`src/hdl/wtd_pkg.sv`:
```
// ============================================================================
// wtd_pkg: shared types and constants of the waypoint tracking drive
// Request structs, configuration struct, command and event codes, CORDIC
// angle table.
// ============================================================================
package wtd_pkg;

  // Input request as seen on the push side.
  typedef struct packed {
    logic [1:0]         command;
    logic               new_path;
    logic signed [23:0] coord_x;
    logic signed [23:0] coord_y;
    logic signed [15:0] heading;
  } wtd_in_t;

  // Result request as seen on the pop side.
  typedef struct packed {
    logic signed [15:0] left_drive;
    logic signed [15:0] right_drive;
    logic               tracking;
    logic [2:0]         event_res;
    logic [7:0]         target_index;
  } wtd_out_t;

  // Classified request handed from the front end to the executor.
  typedef struct packed {
    logic [1:0]         kind;
    logic               new_path;
    logic signed [23:0] coord_x;
    logic signed [23:0] coord_y;
    logic signed [15:0] heading;
  } wtd_job_t;

  // Configuration register set.
  typedef struct packed {
    logic [22:0] goal_tol;
    logic [22:0] lookahead;
    logic [15:0] speed_gain;
    logic [15:0] turn_gain;
    logic [14:0] drive_limit;
  } wtd_cfg_t;

  localparam logic [1:0] CMD_LOAD  = 2'd0;
  localparam logic [1:0] CMD_START = 2'd1;
  localparam logic [1:0] CMD_POSE  = 2'd2;

  localparam logic [1:0] KIND_LOAD  = 2'd0;
  localparam logic [1:0] KIND_START = 2'd1;
  localparam logic [1:0] KIND_POSE  = 2'd2;
  localparam logic [1:0] KIND_NOP   = 2'd3;

  localparam logic [2:0] EV_NONE    = 3'd0;
  localparam logic [2:0] EV_DRIVE   = 3'd1;
  localparam logic [2:0] EV_ADVANCE = 3'd2;
  localparam logic [2:0] EV_GOAL    = 3'd3;
  localparam logic [2:0] EV_NO_PATH = 3'd4;

  localparam logic [2:0] REG_GOAL_TOL  = 3'd0;
  localparam logic [2:0] REG_LOOKAHEAD = 3'd1;
  localparam logic [2:0] REG_SPEED     = 3'd2;
  localparam logic [2:0] REG_TURN      = 3'd3;
  localparam logic [2:0] REG_LIMIT     = 3'd4;

  localparam logic signed [19:0] PI_Q16   = 20'sd205887;
  localparam logic [15:0]        KINV_Q16 = 16'd39797;

  // Arctangent of 2^-i in Q.16, rounded.
  function automatic logic signed [19:0] wtd_atan(input logic [4:0] i);
    logic signed [19:0] v;
    case (i)
      5'd0:    v = 20'sd51472;
      5'd1:    v = 20'sd30386;
      5'd2:    v = 20'sd16055;
      5'd3:    v = 20'sd8150;
      5'd4:    v = 20'sd4091;
      5'd5:    v = 20'sd2047;
      5'd6:    v = 20'sd1024;
      5'd7:    v = 20'sd512;
      5'd8:    v = 20'sd256;
      5'd9:    v = 20'sd128;
      5'd10:   v = 20'sd64;
      5'd11:   v = 20'sd32;
      5'd12:   v = 20'sd16;
      5'd13:   v = 20'sd8;
      5'd14:   v = 20'sd4;
      5'd15:   v = 20'sd2;
      5'd16:   v = 20'sd1;
      default: v = 20'sd0;
    endcase
    return v;
  endfunction

endpackage

```
`src/hdl/wtd_front.sv`:
```
// ============================================================================
// wtd_front: request intake and classification
// Decodes the command of each accepted request and holds up to two
// classified requests for the executor.
// ============================================================================
module wtd_front
  import wtd_pkg::*;
(
  input  logic     clk,
  input  logic     rst_n,
  input  logic     push,
  output logic     full,
  input  wtd_in_t  item,
  output logic     job_valid,
  input  logic     job_take,
  output wtd_job_t job
);

  wtd_job_t   q_r [2];
  logic       wp_r, rp_r;
  logic [1:0] cnt_r;
  wtd_job_t   cls;
  logic       wr, rd;

  // Classify the command.
  always_comb begin
    cls.new_path = item.new_path;
    cls.coord_x  = item.coord_x;
    cls.coord_y  = item.coord_y;
    cls.heading  = item.heading;
    case (item.command)
      CMD_LOAD:  cls.kind = KIND_LOAD;
      CMD_START: cls.kind = KIND_START;
      CMD_POSE:  cls.kind = KIND_POSE;
      default:   cls.kind = KIND_NOP;
    endcase
  end

  assign full      = (cnt_r == 2'd2);
  assign job_valid = (cnt_r != 2'd0);
  assign job       = q_r[rp_r];
  assign wr        = push && !full;
  assign rd        = job_take && job_valid;

  // Queue storage.
  always_ff @(posedge clk) begin
    if (wr) begin
      q_r[wp_r] <= cls;
    end
  end

  // Queue pointers.
  always_ff @(posedge clk) begin
    if (!rst_n) begin
      wp_r  <= 1'b0;
      rp_r  <= 1'b0;
      cnt_r <= 2'd0;
    end else begin
      if (wr) wp_r <= ~wp_r;
      if (rd) rp_r <= ~rp_r;
      cnt_r <= cnt_r + {1'b0, wr} - {1'b0, rd};
    end
  end

endmodule

```
`config.mk`:
```
export PLATFORM = sky130hd
export DESIGN_NAME = wtd_front
export DESIGN_NICKNAME = d
export VERILOG_FILES = /design/src/hdl/wtd_pkg.sv /design/src/hdl/wtd_front.sv
export SDC_FILE = /design/constraint.sdc
export NUM_CORES = 1
export LEC_CHECK = 0
export ABC_AREA = 1
export BUFFER_PORTS_ARGS = -buffer_cell sky130_fd_sc_hd__buf_2
export CORE_AREA = 4 4 80 156
export DETAILED_ROUTE_END_ITERATION = 16
export DIE_AREA = 0 0 84 160
export PLACE_DENSITY_LB_ADDON = 0.3
export SLEW_MARGIN = 10
export SYNTH_ARGS = -nofsm -noshare
export SYNTH_HDL_FRONTEND = slang
export SYNTH_SLANG_ARGS = --single-unit
export TNS_END_PERCENT = 10
```
`constraint.sdc`:
```
create_clock -name clk -period 4.05 [get_ports clk]
set_input_delay 0.405 -clock clk [delete_from_list [all_inputs] [get_ports clk]]
set_output_delay 0.405 -clock clk [all_outputs]
set_load 0.1 [all_outputs]
```
==> metrics.cfg, run 1 <==
[run_status]
status=completed

[timing]
fin_crit_sh_pct=65.85
tns_ns=0
finClkSkew_ns=0.005446
max_slew_margin_pct=29.00
worst_pin_slew_ns=1.065
grt_setup_unrepaired=no
holdWs_ns=0.1866
max_freq_ghz=0.3750
slew_violations=0
finalHoldViolations=0
finalSetupViolCount=0
min_period_ns=2.667

[critical_path]
critPathKind=flop to output pin
path_max_fanout=67
critPathRequiredTime_ns=3.64
r2r_cells=5
cp.arrival_ns=2.26
cp-start-kind=flop
cp-end-kind=output pin
r2r_slack_ns=2.17

[place]
dpl-instance-area_sq_um=6046
hpwl_mm=6.268
place_congestion=0.6947
io_buffers=139

[clocking]
cts-root-buf=clkbuf_16
post_cts_buffers=0
clock_latency_ns=0.40
htreeDepth=4
cts.repair.resized=0
clk_pin_slew_worst_paths_ns=0.06
cts_buffer_depth=2
holdBufCountCts=0
numClockSinks=139
cts_tree=built
numCtsBuffers=17

[layout]
final_area_sq_um=6603
nNetsFinal=473
antenna_cells=0
drive_gt1_share_pct=57.63
area_growth_pct=26.91

[grt]
grt_pass1_vias=2985
gr-total-overflow=0
antenna_found_initial=0
grt_pass1_wl_mm=15.06
grt_max_degree=68
grt_usage_pct=14.86

[floorplan]
initial_core_util_pct=46.10
coreArea_sq_um=11290
rows=55
fp.dieW_um=84
ios=140
die_y_um=160
dieArea_sq_um=13440

[synth]
yosys.area.top_type=edfxtp_1
synth.ff_latch_count=139
yosys_warnings=0
synth_area_leaders=edfxtp_1 (77%), mux2_4 (8.7%), mux2_2 (8.0%), dfxtp_1 (1.9%), inv_1 (0.65%)
syn_area_sq_um=5202
synth.distinct_cells=14
syn_avg_cell_area_sq_um=20.98
syn_nets=321
syn_inst=248
synth_seq_area_share_pct=79.27
yosysTopAreaCellShare_pct=77.34

[drt]
via_per_inst=4.771
drc_errors=0
dr.first_iter.drc_count=152
drt_wl_total_mm=9.462
wl_per_cell_um=17.05
firstDrtPassIters=4
vias=2648
drtAntennaViolNets=0

[worst_hold_path]
hold_depth=1
hold_class=primary input to flop

[run]
maxCapViolations=0

-- flip-flops by register name (all words and copies together), names as in the netlist, named ones only --
| signal | flops |
|---|---|
| q_r | 134 |
| rp_r | 1 |
| cnt_r | 2 |
| wp_r | 1 |
-- layout by cell type (no fill, tap or decap) --
| master | n |
|---|---|
| a21oi_1 | 2 |
| buf_2 | 139 |
| buf_4 | 3 |
| bufinv_16 | 2 |
| clkbuf_1 | 1 |
| clkbuf_16 | 17 |
| clkinv_1 | 5 |
| clkinv_2 | 3 |
| clkinv_4 | 1 |
| clkinvlp_4 | 1 |
| dfxtp_1 | 4 |
| dfxtp_4 | 1 |
| edfxtp_1 | 134 |
| ha_1 | 2 |
| inv_1 | 8 |
| inv_2 | 1 |
| inv_6 | 2 |
| mux2_2 | 37 |
| mux2_4 | 30 |
| nand2_1 | 9 |
| nand3_1 | 3 |
| nor2_1 | 7 |
| nor2_4 | 1 |
-- metal layers --
layer,share of wire [%],track usage [%],vias up
met5,0,0,-
met4,2.3,7.540,0
met3,6.1,5.318,18
met2,56,27.12,87
met1,35,14.38,1287
li1,-,-,1256
-- stage by stage --
stage,setup WS [ns],util [%],cells
2_1_floorplan,0.1991,-,248
3_3_place_gp,1.791,53.57,523
3_5_place_dp,1.759,53.57,523
4_1_cts,1.321,58.50,555
5_1_grt,1.250,58.50,555
6_report,1.383,58.50,555
-- final timing paths --
kind | start | to
worst max-delay path | flop | job[14]
worst min register to register | rp_r | rp_r
worst max register to register | cnt_r[0] | q_r[0][48]
worst min-delay path | item[26] | q_r[1][26]
-- cells by family (layout without fill, tap and decap cells) --
kind of cell	count (synthesis)	count (layout)	synth area share, %
AOI/OAI and AO/OA	2	2	0.1924
buffers and inverters	18	183	1.876
adders and majority gates	2	2	0.4809
DFF	139	139	79.27
muxes	67	67	16.67
and+or+nand+nor	20	20	1.515
-- cells in the mapped netlist --
| cell | number |
|---|---|
| buf_6 | 3 |
| inv_1 | 9 |
| dfxtp_1 | 5 |
| mux2_4 | 30 |
| ha_1 | 2 |
| nand2_1 | 9 |
| mux2_2 | 37 |
| edfxtp_1 | 134 |
| buf_2 | 3 |
| nand3_1 | 3 |
| nor2_1 | 8 |
| buf_4 | 1 |
| a21oi_1 | 2 |
| clkbuf_1 | 2 |
-- cell type report --
cell class / instances / area (sq um)
inverter: 9 / 33.78
sequential: 139 / 4128
fill: 900 / 4683
clock inverter: 14 / 127.6
multi-input combinational: 91 / 988.4
timing repair buffer: 142 / 718.2
clock buffer: 18 / 429.2
tap: 142 / 177.7
-- critical path: stages, from the launching register on --
cell and delay (ns):
dfxtp_4 1.06, mux2_2 0.34, buf_2 0.43
Power of run 1 is not shown: default switching activity piles up to over one toggle a cycle in this logic, so the estimate is an artifact.
==> run 2, diff against run 1 <==
--- a/config.mk
+++ b/config.mk
@@ -7,9 +7,9 @@
 export LEC_CHECK = 0
 export ABC_AREA = 1
 export BUFFER_PORTS_ARGS = -buffer_cell sky130_fd_sc_hd__buf_2
-export CORE_AREA = 4 4 80 156
+export CORE_AREA = 4 4 76 149
 export DETAILED_ROUTE_END_ITERATION = 16
-export DIE_AREA = 0 0 84 160
+export DIE_AREA = 0 0 80 153
 export PLACE_DENSITY_LB_ADDON = 0.3
 export SLEW_MARGIN = 10
 export SYNTH_ARGS = -nofsm -noshare
==> constraint.sdc (replaced) <==
create_clock -name clk -period 2.7 [get_ports clk]
set_input_delay 0.27 -clock clk [delete_from_list [all_inputs] [get_ports clk]]
set_output_delay 0.27 -clock clk [all_outputs]
set_load 0.1 [all_outputs]
==> run 2 against run 1 <==
  * Clock-buffer cell count up 3
  * Non-clock buffer count up 4
  * Cell area grew 0.83%
  * Global-route usage grew 1.3 points
  * Register-to-register slack got worse by 1.1 ns
  * Die area decreased by 8.9%
  * Critical path depth grew 1
  * Sequential cell count unchanged
  * Sequential share of layout area fell by 0.52 points
  * Cell count is 0.72% lower
  * Critical endpoint is now job[5]
==> metrics.cfg, run 2 (synthesis results as in run 1) <==
[run_status]
status=completed  ; unchanged

[floorplan]
coreArea_sq_um=10150  ; was 11,290 sq um
die_y_um=153  ; was 160 um
fp.dieW_um=80  ; was 84 um
initial_core_util_pct=51.26  ; was 46.10%
rows=52  ; was 55
dieArea_sq_um=12240  ; was 13,440 sq um
ios=140  ; unchanged

[worst_hold_path]
hp-start=item[65]  ; was item[26]
holdPathEnd=q_r[0][65]  ; was q_r[1][26]
hold_class=primary input to flop  ; unchanged
hold_depth=1  ; unchanged

[timing]
finalSetupViolCount=0  ; unchanged
max_slew_margin_pct=65.81  ; was 29.00%
tns_ns=0  ; unchanged
min_period_ns=2.233
slew_violations=0  ; unchanged
finalHoldViolations=0  ; unchanged
max_freq_ghz=0.4479
worst_pin_slew_ns=0.5164  ; was 1.065 ns
fin_crit_sh_pct=82.69
finClkSkew_ns=0.007526  ; was 0.005446 ns
holdWs_ns=0.05182  ; was 0.1866 ns
grt_setup_unrepaired=no  ; unchanged

[grt]
grt_use_met1_pct=14.91  ; was 14.38%
grt_max_degree=40  ; was 68
grt_usage_pct=16.16  ; was 14.86%
gr-usage-met2_pct=30.38  ; was 27.12%
antenna_found_initial=0  ; unchanged
top_usage_layer=met2  ; unchanged
grt_pass1_vias=2960  ; was 2,985
gr-total-overflow=0  ; unchanged
grt_pass1_wl_mm=14.41  ; was 15.06 mm
use_met3_pct=5.241  ; was 5.318%

[clocking]
holdBufCountCts=0  ; unchanged
numCtsBuffers=17  ; unchanged
clock_latency_ns=0.40  ; about the same
htreeDepth=4  ; unchanged
post_cts_buffers=0  ; unchanged
cts.repair.resized=0  ; unchanged
cts_tree=built  ; unchanged
cts-root-buf=clkbuf_16  ; unchanged
clk_pin_slew_worst_paths_ns=0.05  ; was 0.06 ns
cts_buffer_depth=2  ; unchanged
numClockSinks=139  ; unchanged

[place]
hpwl_mm=6.488  ; was 6.268 mm
dp_cells=520  ; was 523
place_congestion=0.7378  ; was 0.6947
io_buffers=139  ; unchanged

[critical_path]
r2r_cells=10  ; was 5
reg2reg_to=cnt_r[1]  ; was q_r[0][48]
path_cells=buf_4 -> mux2_2 -> buf_2  ; was mux2_2 -> buf_2
path_max_fanout=26  ; was 67
slowest_delay_ns=0.60  ; was 1.06 ns
cp.arrival_ns=1.96  ; was 2.26 ns
critPathRequiredTime_ns=2.43  ; was 3.64 ns
r2r_start=cnt_r[0]  ; unchanged
r2r_slack_ns=1.07  ; was 2.17 ns
cp_top_family=flip-flops  ; unchanged
cp-end-kind=output pin  ; unchanged
slowest_stage=dfxtp_4  ; unchanged
path_buf_inv=2  ; was 1
cp-start-kind=flop  ; unchanged
critPathKind=flop to output pin  ; unchanged

[drt]
wl_per_cell_um=17.10  ; was 17.05 um
firstDrtPassIters=4  ; unchanged
vias=2705  ; was 2,648
drc_errors=0  ; unchanged
drtAntennaViolNets=0  ; unchanged
drt_wl_total_mm=9.422  ; was 9.462 mm
via_per_inst=4.909  ; was 4.771
dr.first_iter.drc_count=110  ; was 152

[layout]
multi_input_area_sq_um=988.4  ; unchanged
final_cell_mix=buf_2 (139), edfxtp_1 (134), mux2_2 (37), mux2_4 (30), clkbuf_16 (17)  ; unchanged
top_regs=q_r (134), cnt_r (2)  ; unchanged
top_register=q_r  ; unchanged
nNetsFinal=477  ; was 473
regArea_sq_um=4128  ; unchanged
area_growth_pct=27.97  ; was 26.91%
largest_reg_flops=134  ; unchanged
final_common_cell=buf_2  ; unchanged
drive_gt1_share_pct=57.45  ; was 57.63%
antenna_cells=0  ; unchanged
layoutNonFillerInstCount=551  ; was 555
fillers=728  ; was 900

[run]
maxCapViolations=0  ; unchanged

==> run 2: cell type report <==
| type | count | share of cell area [%] |
|---|---|---|
| Clock inverter | 10 | 1.879 |
| Timing Repair Buffer | 146 | 11.61 |
| Inverter | 9 | 0.5074 |
| Clock buffer | 21 | 6.615 |
| Tap cell | 135 | 2.537 |
| Multi-Input combinational cell | 91 | 14.85 |
| Sequential cell | 139 | 62.00 |
==> run 2: through the flow <==
step	area, sq um	setup slack [ns]	util [%]
finish	6658	0.4673	65.59
global route	6658	0.3802	65.59
CTS	6658	0.4202	65.59
detailed placement	6092	0.8664	60.02
global placement	6092	0.8870	60.02
floorplan	5210	0.3913	-
==> run 2: per-layer routing <==
| layer | vias to the layer above | routed length (um) |
|---|---|---|
| met5 | - | 0 |
| met4 | 0 | 198 |
| met3 | 16 | 527 |
| met2 | 91 | 5520 |
| met1 | 1334 | 3176 |
| li1 | 1264 | - |
==> run 2: how the worst max path moves through the flow <==
stage,slack [ns],to,depth (start not counted)
finish,0.47,job[5],3
global route,0.38,job[4],3
global placement,0.89,job[10],3
floorplan,0.39,q_r[1][0],4
CTS,0.42,job[5],3
detailed placement,0.87,job[5],3
==> run 2: worst reg2reg max path, delay by kind of cell (launching register included) <==
family / cells / cell delay (ns)
adders and majority gates: 2 / 0.49
DFF: 1 / 0.37
and+or+nand+nor: 4 / 0.36
buffers and inverters: 3 / 0.16
AOI/OAI and AO/OA: 1 / 0.15
Power of run 2 is left out for the same reason.
==> run 3, diff against run 2 <==
--- a/config.mk
+++ b/config.mk
@@ -5,7 +5,7 @@
 export SDC_FILE = /design/constraint.sdc
 export NUM_CORES = 1
 export LEC_CHECK = 0
-export ABC_AREA = 1
+export ABC_AREA = 0
 export BUFFER_PORTS_ARGS = -buffer_cell sky130_fd_sc_hd__buf_2
 export CORE_AREA = 4 4 76 149
 export DETAILED_ROUTE_END_ITERATION = 16
==> constraint.sdc (replaced) <==
create_clock -name clk -period 2.1 [get_ports clk]
set_input_delay 0.21 -clock clk [delete_from_list [all_inputs] [get_ports clk]]
set_output_delay 0.21 -clock clk [all_outputs]
set_load 0.1 [all_outputs]
==> run 3 against run 2 <==
  * Synthesized cell count down 4.4%
  * Die area unchanged
  * First-iteration DRC count up 3.6%
  * Core utilization up 6.5 points
  * Sequential cell count unchanged
  * Critical path type unchanged
  * Largest cell class unchanged
==> metrics.cfg, run 3 <==
[synth]
async_flop_share_pct=0  ; unchanged
yosysMostFrequentCell=edfxtp_1  ; unchanged
synth_seq_area_share_pct=79.44  ; was 79.27%
yosys.area.top_type=edfxtp_1  ; unchanged
syn_inst=237  ; was 248
synth_commonest_cells=edfxtp_1 (134), mux2_2 (37), mux2_4 (30)  ; unchanged
yosys_warnings=0  ; unchanged
synth.distinct_cells=21  ; was 14
syn_area_sq_um=5191  ; was 5202 sq um
synth_area_leaders=edfxtp_1 (78%), mux2_4 (8.7%), mux2_2 (8.0%), dfxtp_1 (1.9%), buf_6 (0.65%)  ; was edfxtp_1 (77%), mux2_4 (8.7%), mux2_2 (8.0%), dfxtp_1 (1.9%), inv_1 (0.65%)
synth.ff_latch_count=139  ; unchanged
yosysTopAreaCellShare_pct=77.51  ; was 77.34%
syn_nets=310  ; was 321
synth_edf_count=134  ; unchanged
synth_top_flop_cell=edfxtp_1  ; unchanged
syn_avg_cell_area_sq_um=21.90  ; was 20.98 sq um

[clocking]
numCtsBuffers=17  ; unchanged
numClockSinks=139  ; unchanged
clock_latency_ns=0.40  ; about the same
post_cts_buffers=0  ; unchanged
holdBufCountCts=61  ; was 0
cts_tree=built  ; unchanged
htreeDepth=4  ; unchanged
cts_buffer_depth=2  ; unchanged
cts.repair.resized=0  ; unchanged
clk_pin_slew_worst_paths_ns=0.06  ; was 0.05 ns
cts-root-buf=clkbuf_16  ; unchanged

[drt]
firstDrtPassIters=5  ; was 4
drc_errors=0  ; unchanged
wl_per_cell_um=16.77  ; was 17.10 um
via_per_inst=4.760  ; was 4.909
drtAntennaViolNets=0  ; unchanged
dr.first_iter.drc_count=114  ; was 110
vias=2861  ; was 2,705
drt_wl_total_mm=10.08  ; was 9.422 mm

[timing]
worst_pin_slew_ns=0.5211  ; was 0.5164 ns
finClkSkew_ns=0.006415  ; was 0.007526 ns
min_period_ns=1.961
max_freq_ghz=0.5099
max_slew_margin_pct=65.50  ; was 65.81%
grt_setup_unrepaired=no  ; unchanged
finalSetupViolCount=0  ; unchanged
slew_violations=0  ; unchanged
fin_crit_sh_pct=93.38
finalHoldViolations=0  ; unchanged

[critical_path]
critPathKind=flop to output pin  ; unchanged
path_max_fanout=38  ; was 26
critPathRequiredTime_ns=1.89  ; was 2.43 ns
cp-start-kind=flop  ; unchanged
slowest_stage=mux2_2  ; was dfxtp_4
slowest_delay_ns=0.39  ; was 0.60 ns
path_buf_inv=2  ; unchanged
cp.arrival_ns=1.75  ; was 1.96 ns
cp_top_family=buffers and inverters  ; was flip-flops
path_cells=buf_12 -> mux2_2 -> buf_2  ; was buf_4 -> mux2_2 -> buf_2
cp-end-kind=output pin  ; unchanged

[layout]
multi_input_area_sq_um=1001  ; was 988.4 sq um
top_regs=q_r (134), cnt_r (2)  ; unchanged
top_register=q_r  ; unchanged
largest_reg_flops=134  ; unchanged
final_cell_mix=buf_2 (139), edfxtp_1 (134), dlygate4sd3_1 (63), mux2_2 (37), mux2_4 (30)  ; was buf_2 (139), edfxtp_1 (134), mux2_2 (37), mux2_4 (30), clkbuf_16 (17)
antenna_cells=0  ; unchanged
final_core_util_pct=72.05  ; was 65.59%
regArea_sq_um=4128  ; unchanged
final_common_cell=buf_2  ; unchanged
nNetsFinal=526  ; was 477
drive_gt1_share_pct=52.36  ; was 57.45%
final_area_sq_um=7313  ; was 6658 sq um
fillers=677  ; was 728
area_growth_pct=40.88  ; was 27.97%

[grt]
grt_usage_pct=17.48  ; was 16.16%
grt_pass1_wl_mm=15.86  ; was 14.41 mm
gr-total-overflow=0  ; unchanged
grt_max_degree=68  ; was 40
grt_pass1_vias=3115  ; was 2,960
antenna_found_initial=0  ; unchanged

[floorplan]
die_y_um=153  ; unchanged
ios=140  ; unchanged
rows=52  ; unchanged
fp.dieW_um=80  ; unchanged
dieArea_sq_um=12240  ; unchanged
coreArea_sq_um=10150  ; unchanged
initial_core_util_pct=51.15  ; was 51.26%

[run_status]
status=completed  ; unchanged

[place]
place_congestion=0.7315  ; was 0.7378
dpl-instance-area_sq_um=6085  ; was 6092 sq um
io_buffers=139  ; unchanged
hpwl_mm=6.188  ; was 6.488 mm

[worst_hold_path]
hold_class=primary input to flop  ; unchanged

[run]
maxCapViolations=0  ; unchanged

-- run 3: kinds of logic (layout without fill, tap and decap cells) --
logic type      Yosys count  after routing  synth area share (%)
compound gates            1              1                0.1447
xor+xnor                  2              2                0.3375
fa+ha+maj                 2              2                0.4820
buf+inv                  12            241                 1.446
flops                   139            139                 79.44
mux                      68             68                 16.90
simple gates             13             13                 1.253
-- run 3: path summary, 6_finish.rpt --
check | start | endpoint | slack (ns) | cells past startpoint
worst max register to register | cnt_r[0] | cnt_r[1] | 0.38 | 8
worst min register to register | rp_r | flop | 0.51 | 2
worst min-delay path | item[61] | q_r[0][61] | 0.01 | 1
worst max-delay path | flop | job[4] | 0.14 | 3
-- run 3: area by class of cell --
| cell class | count | share of cell area [%] |
|---|---|---|
| Sequential cell | 139 | 56.44 |
| Timing Repair Buffer | 206 | 19.23 |
| Multi-Input combinational cell | 86 | 13.69 |
| Tap cell | 135 | 2.310 |
| Clock buffer | 17 | 5.817 |
| Clock inverter | 15 | 2.361 |
| Inverter | 3 | 0.1540 |
-- run 3: stage by stage --
stage / hold slack (ns) / instances / TNS [ns] / setup slack (ns)
final: 0.01187 / 601 / 0 / 0.1390
after global routing: 0.0007181 / 601 / 0 / 0.09221
after CTS: 0.0001021 / 599 / 0 / 0.1309
after detailed placement: 0.4016 / 506 / 0 / 0.4042
after global placement: 0.3968 / 506 / 0 / 0.5091
after floorplan: 0.3089 / 237 / -29.30 / -0.4374
-- run 3: routing by layer --
metal  track usage (%)  wire length, um  vias to the layer above
li1                  -                -                     1358
met4             8.058              193                        0
met2             31.33             5877                       96
met1             18.61             3491                     1395
met3             4.476              516                       12
met5                 0                0                        -
Power of run 3 is left out for the same reason.
